File: config.mk
export PLATFORM = sky130hd
export DESIGN_NAME = wait_queue_with_missed_wakeups
export DESIGN_NICKNAME = d
export VERILOG_FILES = /design/src/rtl/wqmw_pkg.sv /design/src/rtl/wait_queue_with_missed_wakeups.sv /design/src/rtl/wqmw_cell.sv
export VERILOG_INCLUDE_DIRS = /design/src /design/src/rtl
export SDC_FILE = /design/constraint.sdc
export NUM_CORES = 1
export LEC_CHECK = 0
export CAP_MARGIN = 15
export CORE_ASPECT_RATIO = 0.9
export CORE_UTILIZATION = 55
export DETAILED_ROUTE_END_ITERATION = 8
export DONT_BUFFER_PORTS = 1
export GPL_ROUTABILITY_DRIVEN = 1
export GPL_TIMING_DRIVEN = 1
export PLACE_DENSITY = 0.73
export SETUP_SLACK_MARGIN = 0.2
export SLEW_MARGIN = 15
export SYNTH_ARGS = -nofsm -noshare
export SYNTH_HDL_FRONTEND = slang
export SYNTH_SLANG_ARGS = --single-unit
File: constraint.sdc
create_clock -name clk -period 2.74 [get_ports clk]
set_input_delay 0.274 -clock clk [delete_from_list [all_inputs] [get_ports clk]]
set_output_delay 0.274 -clock clk [all_outputs]
set_load 0.01 [all_outputs]
File: src/rtl/wait_queue_with_missed_wakeups_defines.svh
// Assertion macros for the wait queue block.
// Depends on clk and rst_n being visible where a macro is used.
`ifndef WAIT_QUEUE_WITH_MISSED_WAKEUPS_DEFINES_SVH
`define WAIT_QUEUE_WITH_MISSED_WAKEUPS_DEFINES_SVH
`ifndef NO_ASSERTIONS
`define WQMW_ASSERT(lbl, prop, msg) \
  lbl: assert property (@(posedge clk) disable iff (!rst_n) prop) else $error(msg);
`define WQMW_ASSERT_RST(lbl, prop, msg) \
  lbl: assert property (@(posedge clk) prop) else $error(msg);
`else
`define WQMW_ASSERT(lbl, prop, msg)
`define WQMW_ASSERT_RST(lbl, prop, msg)
`endif
`endif

File: src/rtl/wqmw_pkg.sv
// Shared types and codes of the wait queue block.
// No dependencies.
package wqmw_pkg;

  localparam int unsigned DEF_QUEUE_DEPTH    = 16;
  localparam int unsigned DEF_WAITER_ID_BITS = 6;
  localparam int unsigned DEF_MISSED_BITS    = 16;

  typedef logic [1:0] op_t;
  localparam op_t OP_SLEEP    = 2'd0;
  localparam op_t OP_WAKE_ONE = 2'd1;
  localparam op_t OP_WAKE_ALL = 2'd2;
  localparam op_t OP_INTR     = 2'd3;

  typedef logic [2:0] status_t;
  localparam status_t ST_TOOK       = 3'd0;
  localparam status_t ST_WOULDBLOCK = 3'd1;
  localparam status_t ST_QUEUED     = 3'd2;
  localparam status_t ST_FULL       = 3'd3;
  localparam status_t ST_WOKEN      = 3'd4;
  localparam status_t ST_NONE       = 3'd5;
  localparam status_t ST_INTR       = 3'd6;
  localparam status_t ST_NOTINTR    = 3'd7;

  // Control broadcast to every cell of the queue.
  typedef struct packed {
    logic load;   // write the new entry into the cell at the occupancy index
    logic shift;  // every cell takes its right neighbor
    logic rec;    // with shift: the tail cell takes the head entry instead
  } cell_ctl_t;

endpackage

File: src/rtl/wait_queue_with_missed_wakeups.sv
// Wait queue: sleep, wake one, wake all and interrupt, with missed-wakeup count.
// Sleep, wake one and empty-queue items give their registered result in the
// cycle after acceptance; a new item is taken at that edge if the output is free.
// Wake all gives one result per cycle per waiter while the output is free, set
// by the head cell shifting. Interrupt rotates the cell chain once, then answers.
// Synchronous active-low reset empties the queue and clears the missed count.
module wait_queue_with_missed_wakeups #(
  parameter int unsigned QUEUE_DEPTH    = wqmw_pkg::DEF_QUEUE_DEPTH,
  parameter int unsigned WAITER_ID_BITS = wqmw_pkg::DEF_WAITER_ID_BITS,
  parameter int unsigned MISSED_BITS    = wqmw_pkg::DEF_MISSED_BITS
) (
  input  logic                      clk,
  input  logic                      rst_n,
  input  logic                      cfg_valid,
  output logic                      cfg_ready,
  input  logic                      cfg_data,
  input  logic                      in_valid,
  output logic                      in_stall,
  input  wqmw_pkg::op_t             in_operation,
  input  logic [WAITER_ID_BITS-1:0] in_waiter_id,
  input  logic                      in_nonblock,
  input  logic                      in_interruptible,
  output logic                      out_valid,
  input  logic                      out_stall,
  output wqmw_pkg::status_t         out_status,
  output logic [WAITER_ID_BITS-1:0] out_woken_id,
  output logic                      out_last,
  output logic                      out_queue_empty
);
  import wqmw_pkg::*;

  `include "wait_queue_with_missed_wakeups_defines.svh"

  localparam int unsigned OCC_W = $clog2(QUEUE_DEPTH + 1);
  localparam logic [MISSED_BITS-1:0] MISSED_MAX = {MISSED_BITS{1'b1}};

  typedef enum logic [1:0] {S_IDLE, S_WALL, S_INTR, S_IRES} state_t;

  state_t                   state_r, state_nxt;
  logic [OCC_W-1:0]         occ_r, occ_nxt;
  logic [OCC_W-1:0]         cnt_r, cnt_nxt;
  logic [MISSED_BITS-1:0]   missed_r, missed_nxt;
  logic                     en_r;
  logic                     found_r, found_nxt;
  logic                     hit_r, hit_nxt;
  logic [WAITER_ID_BITS-1:0] tid_r, tid_nxt;

  logic                      out_valid_r;
  status_t                   out_status_r;
  logic [WAITER_ID_BITS-1:0] out_id_r;
  logic                      out_last_r;
  logic                      out_empty_r;

  logic                      emit;
  status_t                   e_status;
  logic [WAITER_ID_BITS-1:0] e_id;
  logic                      e_last;

  cell_ctl_t                 ctl;
  logic [WAITER_ID_BITS-1:0] cell_id [QUEUE_DEPTH];
  logic                      cell_intr [QUEUE_DEPTH];
  logic                      free, accept, match, drop;

  assign free      = !out_valid_r || !out_stall;
  assign in_stall  = (state_r != S_IDLE) || !free;
  assign accept    = in_valid && !in_stall;
  assign cfg_ready = 1'b1;

  assign match = !found_r && (cell_id[0] == tid_r);
  assign drop  = match && cell_intr[0];

  for (genvar g = 0; g < QUEUE_DEPTH; g++) begin : g_cell
    if (g < QUEUE_DEPTH - 1) begin : g_mid
      wqmw_cell #(.IDX(g), .DEPTH(QUEUE_DEPTH), .ID_W(WAITER_ID_BITS)) u_cell (
        .clk, .ctl, .occ(occ_r),
        .new_id(in_waiter_id), .new_intr(in_interruptible),
        .head_id(cell_id[0]), .head_intr(cell_intr[0]),
        .nbr_id(cell_id[g+1]), .nbr_intr(cell_intr[g+1]),
        .id_q(cell_id[g]), .intr_q(cell_intr[g])
      );
    end else begin : g_end
      // The last cell has no right neighbor; what it takes on a shift is never read.
      wqmw_cell #(.IDX(g), .DEPTH(QUEUE_DEPTH), .ID_W(WAITER_ID_BITS)) u_cell (
        .clk, .ctl, .occ(occ_r),
        .new_id(in_waiter_id), .new_intr(in_interruptible),
        .head_id(cell_id[0]), .head_intr(cell_intr[0]),
        .nbr_id(cell_id[g]), .nbr_intr(cell_intr[g]),
        .id_q(cell_id[g]), .intr_q(cell_intr[g])
      );
    end
  end

  always_comb begin
    state_nxt  = state_r;
    occ_nxt    = occ_r;
    cnt_nxt    = cnt_r;
    missed_nxt = missed_r;
    found_nxt  = found_r;
    hit_nxt    = hit_r;
    tid_nxt    = tid_r;
    ctl        = '0;
    emit       = 1'b0;
    e_status   = ST_NONE;
    e_id       = '0;
    e_last     = 1'b1;
    case (state_r)
      S_IDLE: begin
        if (accept) begin
          case (in_operation)
            OP_SLEEP: begin
              emit = 1'b1;
              if (en_r && missed_r != '0) begin
                missed_nxt = missed_r - 1'b1;
                e_status   = ST_TOOK;
              end else if (en_r && in_nonblock) begin
                e_status = ST_WOULDBLOCK;
              end else if (occ_r == OCC_W'(QUEUE_DEPTH)) begin
                e_status = ST_FULL;
              end else begin
                ctl.load = 1'b1;
                occ_nxt  = occ_r + 1'b1;
                e_status = ST_QUEUED;
              end
            end
            OP_WAKE_ONE: begin
              emit = 1'b1;
              if (occ_r != '0) begin
                ctl.shift = 1'b1;
                occ_nxt   = occ_r - 1'b1;
                e_status  = ST_WOKEN;
                e_id      = cell_id[0];
              end else begin
                if (en_r && missed_r != MISSED_MAX) missed_nxt = missed_r + 1'b1;
                e_status = ST_NONE;
              end
            end
            OP_WAKE_ALL: begin
              if (occ_r == '0) begin
                emit     = 1'b1;
                e_status = ST_NONE;
              end else begin
                state_nxt = S_WALL;
              end
            end
            OP_INTR: begin
              if (occ_r == '0) begin
                emit     = 1'b1;
                e_status = ST_NOTINTR;
              end else begin
                tid_nxt   = in_waiter_id;
                cnt_nxt   = occ_r;
                found_nxt = 1'b0;
                hit_nxt   = 1'b0;
                state_nxt = S_INTR;
              end
            end
            default: ;
          endcase
        end
      end
      S_WALL: begin
        if (free) begin
          ctl.shift = 1'b1;
          occ_nxt   = occ_r - 1'b1;
          emit      = 1'b1;
          e_status  = ST_WOKEN;
          e_id      = cell_id[0];
          e_last    = (occ_r == OCC_W'(1));
          if (occ_r == OCC_W'(1)) state_nxt = S_IDLE;
        end
      end
      S_INTR: begin
        // The head leaves each cycle and is recirculated to the tail unless it
        // is the first match and interruptible; a full pass keeps the order.
        ctl.shift = 1'b1;
        ctl.rec   = !drop;
        if (drop) begin
          occ_nxt = occ_r - 1'b1;
          hit_nxt = 1'b1;
        end
        found_nxt = found_r || match;
        cnt_nxt   = cnt_r - 1'b1;
        if (cnt_r == OCC_W'(1)) state_nxt = S_IRES;
      end
      S_IRES: begin
        if (free) begin
          emit      = 1'b1;
          e_status  = hit_r ? ST_INTR : ST_NOTINTR;
          e_id      = hit_r ? tid_r : '0;
          state_nxt = S_IDLE;
        end
      end
      default: state_nxt = S_IDLE;
    endcase
  end

  always_ff @(posedge clk) begin
    if (!rst_n) begin
      state_r     <= S_IDLE;
      occ_r       <= '0;
      cnt_r       <= '0;
      missed_r    <= '0;
      en_r        <= 1'b0;
      found_r     <= 1'b0;
      hit_r       <= 1'b0;
      out_valid_r <= 1'b0;
    end else begin
      state_r  <= state_nxt;
      occ_r    <= occ_nxt;
      cnt_r    <= cnt_nxt;
      missed_r <= missed_nxt;
      found_r  <= found_nxt;
      hit_r    <= hit_nxt;
      if (cfg_valid && cfg_ready) en_r <= cfg_data;
      if (emit) out_valid_r <= 1'b1;
      else if (!out_stall) out_valid_r <= 1'b0;
    end
  end

  always_ff @(posedge clk) begin
    tid_r <= tid_nxt;
    if (emit) begin
      out_status_r <= e_status;
      out_id_r     <= e_id;
      out_last_r   <= e_last;
      out_empty_r  <= (occ_nxt == '0);
    end
  end

  assign out_valid       = out_valid_r;
  assign out_status      = out_status_r;
  assign out_woken_id    = out_id_r;
  assign out_last        = out_last_r;
  assign out_queue_empty = out_empty_r;

  `WQMW_ASSERT_RST(a_occ_bound, !rst_n || (occ_r <= OCC_W'(QUEUE_DEPTH)), "occupancy above depth")
  `WQMW_ASSERT(a_busy_stalls, (state_r != S_IDLE) |-> in_stall, "input taken while busy")
  `WQMW_ASSERT(a_wall_nonempty, (state_r == S_WALL) |-> (occ_r != '0), "wake all on empty queue")
  `WQMW_ASSERT(a_missed_idle, !$stable(missed_r) |-> $past(state_r == S_IDLE && accept),
               "missed count changed outside an accepted item")

endmodule

File: src/rtl/wqmw_cell.sv
// One queue slot: holds a waiter identifier and its interruptible mark.
// Depends on wqmw_pkg for the control struct.
module wqmw_cell #(
  parameter int unsigned IDX   = 0,
  parameter int unsigned DEPTH = wqmw_pkg::DEF_QUEUE_DEPTH,
  parameter int unsigned ID_W  = wqmw_pkg::DEF_WAITER_ID_BITS
) (
  input  logic                       clk,
  input  wqmw_pkg::cell_ctl_t        ctl,
  input  logic [$clog2(DEPTH+1)-1:0] occ,
  input  logic [ID_W-1:0]            new_id,
  input  logic                       new_intr,
  input  logic [ID_W-1:0]            head_id,
  input  logic                       head_intr,
  input  logic [ID_W-1:0]            nbr_id,
  input  logic                       nbr_intr,
  output logic [ID_W-1:0]            id_q,
  output logic                       intr_q
);
  import wqmw_pkg::*;

  localparam int unsigned OCC_W = $clog2(DEPTH + 1);

  logic [ID_W-1:0] id_r, id_nxt;
  logic            intr_r, intr_nxt;

  always_comb begin
    id_nxt   = id_r;
    intr_nxt = intr_r;
    if (ctl.load && occ == OCC_W'(IDX)) begin
      id_nxt   = new_id;
      intr_nxt = new_intr;
    end else if (ctl.shift) begin
      // The tail cell sits at occupancy minus one.
      if (ctl.rec && occ == OCC_W'(IDX + 1)) begin
        id_nxt   = head_id;
        intr_nxt = head_intr;
      end else begin
        id_nxt   = nbr_id;
        intr_nxt = nbr_intr;
      end
    end
  end

  always_ff @(posedge clk) begin
    id_r   <= id_nxt;
    intr_r <= intr_nxt;
  end

  assign id_q   = id_r;
  assign intr_q = intr_r;

endmodule
==> impl_metrics.env <==
export IMPL_syn2layout_area_growth_pct=12.2
export IMPL_reg2reg_depth=9
export IMPL_via_per_inst=6.26
export IMPL_crit_path_end_kind="flop"
export IMPL_setup_violations_final=0
export IMPL_final_common_cell="edfxtp_1"
export IMPL_io_buffers=0
export IMPL_clockRootBuffer="clkbuf_16"
export IMPL_worst_r2r_setup_slack_ns=0.31
export IMPL_critPathKind="flop to flop"
export IMPL_crit_fanout=14
export IMPL_ios=30
export IMPL_grt_usage=0.266
export IMPL_worstPathRequired_ns=2.88
export IMPL_postSynthAreaPerCell_um2=10.5
export IMPL_fillCellCount=1330
export IMPL_hold_depth=1
export IMPL_die_w_um=141
export IMPL_leakagePower_nw=4.33
export IMPL_ir_worst_vdd_v=0.000492
export IMPL_die_area_um2=17900
export IMPL_hold_end="missed_r[10]"
export IMPL_cts_sinks=161
export IMPL_htree_num_levels=4
export IMPL_start_util=0.565
export IMPL_ant_nets=0
export IMPL_crit_chain="inv_1 -> ha_1 -> nor4b_4 -> nor2_4 -> a21oi_1 -> nor3_4 -> nor2_2 -> buf_8 -> nand2_1"
export IMPL_core_um2=16900
export IMPL_dp_hpwl_mm=14.9
export IMPL_finalCritPeriodShare=0.888
export IMPL_drc=0
export IMPL_r2r_start="occ_r[0]"
export IMPL_clock_latency_ns=0.43
export IMPL_use_met1=0.378
export IMPL_ys_seq_area_frac=0.473
export IMPL_avgRoutedWirePerCell_um=20.2
export IMPL_syn_area_um2=9540
export IMPL_p_per_area_nw_per_um2=905
export IMPL_synth_nets=944
export IMPL_max_slew_margin_rel=0.467
export IMPL_dr_pass1_iters=6
export IMPL_outcome="complete, no violations"
export IMPL_cp_arrival_ns=2.58
export IMPL_hold_ws_ns=0.0135
export IMPL_vias=7145
export IMPL_multi_input_area_um2=4830
export IMPL_hold_viol=0
export IMPL_synth_seq_cells=161
export IMPL_slowest_delay_ns=0.32
export IMPL_yosys_warnings=0
export IMPL_synth_cell_type_count=83
export IMPL_synth_edff_count=129
export IMPL_top_usage_layer="met2"
export IMPL_grt_pass1_vias=6667
export IMPL_regArea_um2=4520
export IMPL_met3_usage=0.0570
export IMPL_n_antenna_cell=0
export IMPL_slew_viol_final=0
export IMPL_gr_usage_met2=0.404
export IMPL_num_rows=45
export IMPL_min_from="rst_n"
export IMPL_post_route_min_period_ns=2.43
export IMPL_rsz0062_at_grt="yes"
export IMPL_die_y_um=127
export IMPL_drt_initial_drc_count=748
export IMPL_drv_cap=0
export IMPL_grt_pass1_wl_mm=36.0
export IMPL_antenna_found_initial=0
export IMPL_hold_class="primary input to flop"
export IMPL_grt_start_max_net_pins=28
export IMPL_routed_wl_mm=23.0
export IMPL_r2r_end="g_cell[8].g_mid.u_cell.id_q[5]"
export IMPL_cts_tree="done"
export IMPL_worst_slew_pin_transition_ns=0.798
export IMPL_skew_ns=0.00785
export IMPL_ys_flop_type="edfxtp_1"
export IMPL_most_common_layout_cells="129 x edfxtp_1, 108 x nor2_1, 108 x mux2i_1, 99 x a21oi_1, 61 x nand2_1"
export IMPL_grt_ovfl_total=0
export IMPL_fmax_ghz=0.411
export IMPL_drive_gt1_frac=0.182
export IMPL_gp_congestion=0.927
export IMPL_async_flop_share=0
export IMPL_cts_clk_slew_worst_paths_ns=0.07
export IMPL_nets=956
export IMPL_cts_buffer_depth=2
export IMPL_finalSetupTns_ns=0
export IMPL_netlist_instances=905
export IMPL_cts_buffers=17
export IMPL_startpoint_type="flop"
export IMPL_cp_slowest_cell="dfxtp_2"
==> cell families (layout without fill, tap and decap cells) <==
group | Yosys count | in the layout | synth area share
compound gates | 212 | 212 | 0.138
xor+xnor | 20 | 20 | 0.0184
fa+ha+maj | 23 | 23 | 0.0310
buf+inv | 77 | 101 | 0.0428
flops | 161 | 161 | 0.473
mux | 122 | 122 | 0.130
other cells | 1 | 1 | 0.000393
simple gates | 289 | 290 | 0.167
==> final cells by class <==
cell class                 instances  area share
multi-input combinational        668       0.451
clock buffer                      19      0.0444
inverter                          16     0.00561
sequential                       161       0.422
timing repair buffer              53      0.0423
clock inverter                    13      0.0101
tap                              211      0.0247
==> registers in the layout, indices dropped and copies added, names as in the netlist, 2 cells and up <==
| signal | count |
|---|---|
| cnt_r | 5 |
| g_cell.g_end.u_cell.id_q | 6 |
| g_cell.g_mid.u_cell.id_q | 90 |
| g_cell.g_mid.u_cell.intr_q | 15 |
| missed_r | 16 |
| occ_r | 5 |
| out_status | 3 |
| out_woken_id | 6 |
| state_r | 2 |
| tid_r | 6 |
==> worst max path at each step <==
stage | from | end | slack, ns | cells past startpoint
after global routing | occ_r[0] | g_cell[8].g_mid.u_cell.id_q[5] | 0.16 | 9
final | occ_r[0] | g_cell[8].g_mid.u_cell.id_q[5] | 0.31 | 9
after global placement | in_operation[1] | missed_r[15] | 0.22 | 9
after detailed placement | in_operation[1] | missed_r[14] | 0.19 | 9
after floorplan | occ_r[1] | g_cell[8].g_mid.u_cell.id_q[0] | 0.19 | 10
after CTS | missed_r[7] | g_cell[9].g_mid.u_cell.id_q[0] | 0.20 | 7
==> stage by stage <==
| step | std cells | setup slack (ns) | total power (W) | cell area, um2 | util |
|---|---|---|---|---|---|
| after floorplan | 905 | 0.194 | 0.00623 | 9590 | - |
| after global placement | 1097 | 0.220 | 0.00711 | 9830 | 0.582 |
| after detailed placement | 1097 | 0.189 | 0.00719 | 9830 | 0.582 |
| after CTS | 1138 | 0.202 | 0.00954 | 10500 | 0.623 |
| after global routing | 1141 | 0.163 | 0.0101 | 10700 | 0.634 |
| final | 1141 | 0.306 | 0.00969 | 10700 | 0.634 |
==> Yosys cell counts, types with 14 or more instances <==
cell type	instances	share of area
ha_1	22	0.029
mux2i_1	108	0.11
buf_2	31	0.016
inv_1	15	0.0059
mux2_2	14	0.017
xor2_1	14	0.013
clkbuf_1	15	0.0059
nand2_1	71	0.028
nand3_1	16	0.0084
edfxtp_1	129	0.41
o21ai_0	27	0.014
nor2_1	109	0.043
dfxtp_1	32	0.067
a21oi_1	101	0.053
==> where the power goes <==
group | switching, W | internal, W
Clock | 0.00103 | 0.00129
Combinational | 0.00217 | 0.00121
Sequential | 0.000308 | 0.00367
==> worst max-delay path, delay by kind of cell (launching register included) <==
| family | cells | cell delay (ns) |
|---|---|---|
| AOI/OAI and AO/OA | 1 | 0.25 |
| buffers and inverters | 2 | 0.37 |
| adders and majority gates | 1 | 0.23 |
| and+or+nand+nor | 5 | 0.95 |
| DFF | 1 | 0.32 |
==> layer usage <==
metal | routed length [um] | share of wire
met1 | 10400 | 0.45
met2 | 10300 | 0.45
met3 | 1880 | 0.082
met4 | 460 | 0.020
met5 | 0 | 0
==> what timing repair did <==
item / in CTS / in global routing
buffers inserted: 0 / 2
pin swaps: 0 / 2
resized for setup: 2 / 30
setup endpoints to repair: 56 / 221
cloned: 0 / 1
hold buffers: 9 / 0
hold endpoints to repair: 17 / 0
No activity file was read; power rests on OpenSTA's default activity.
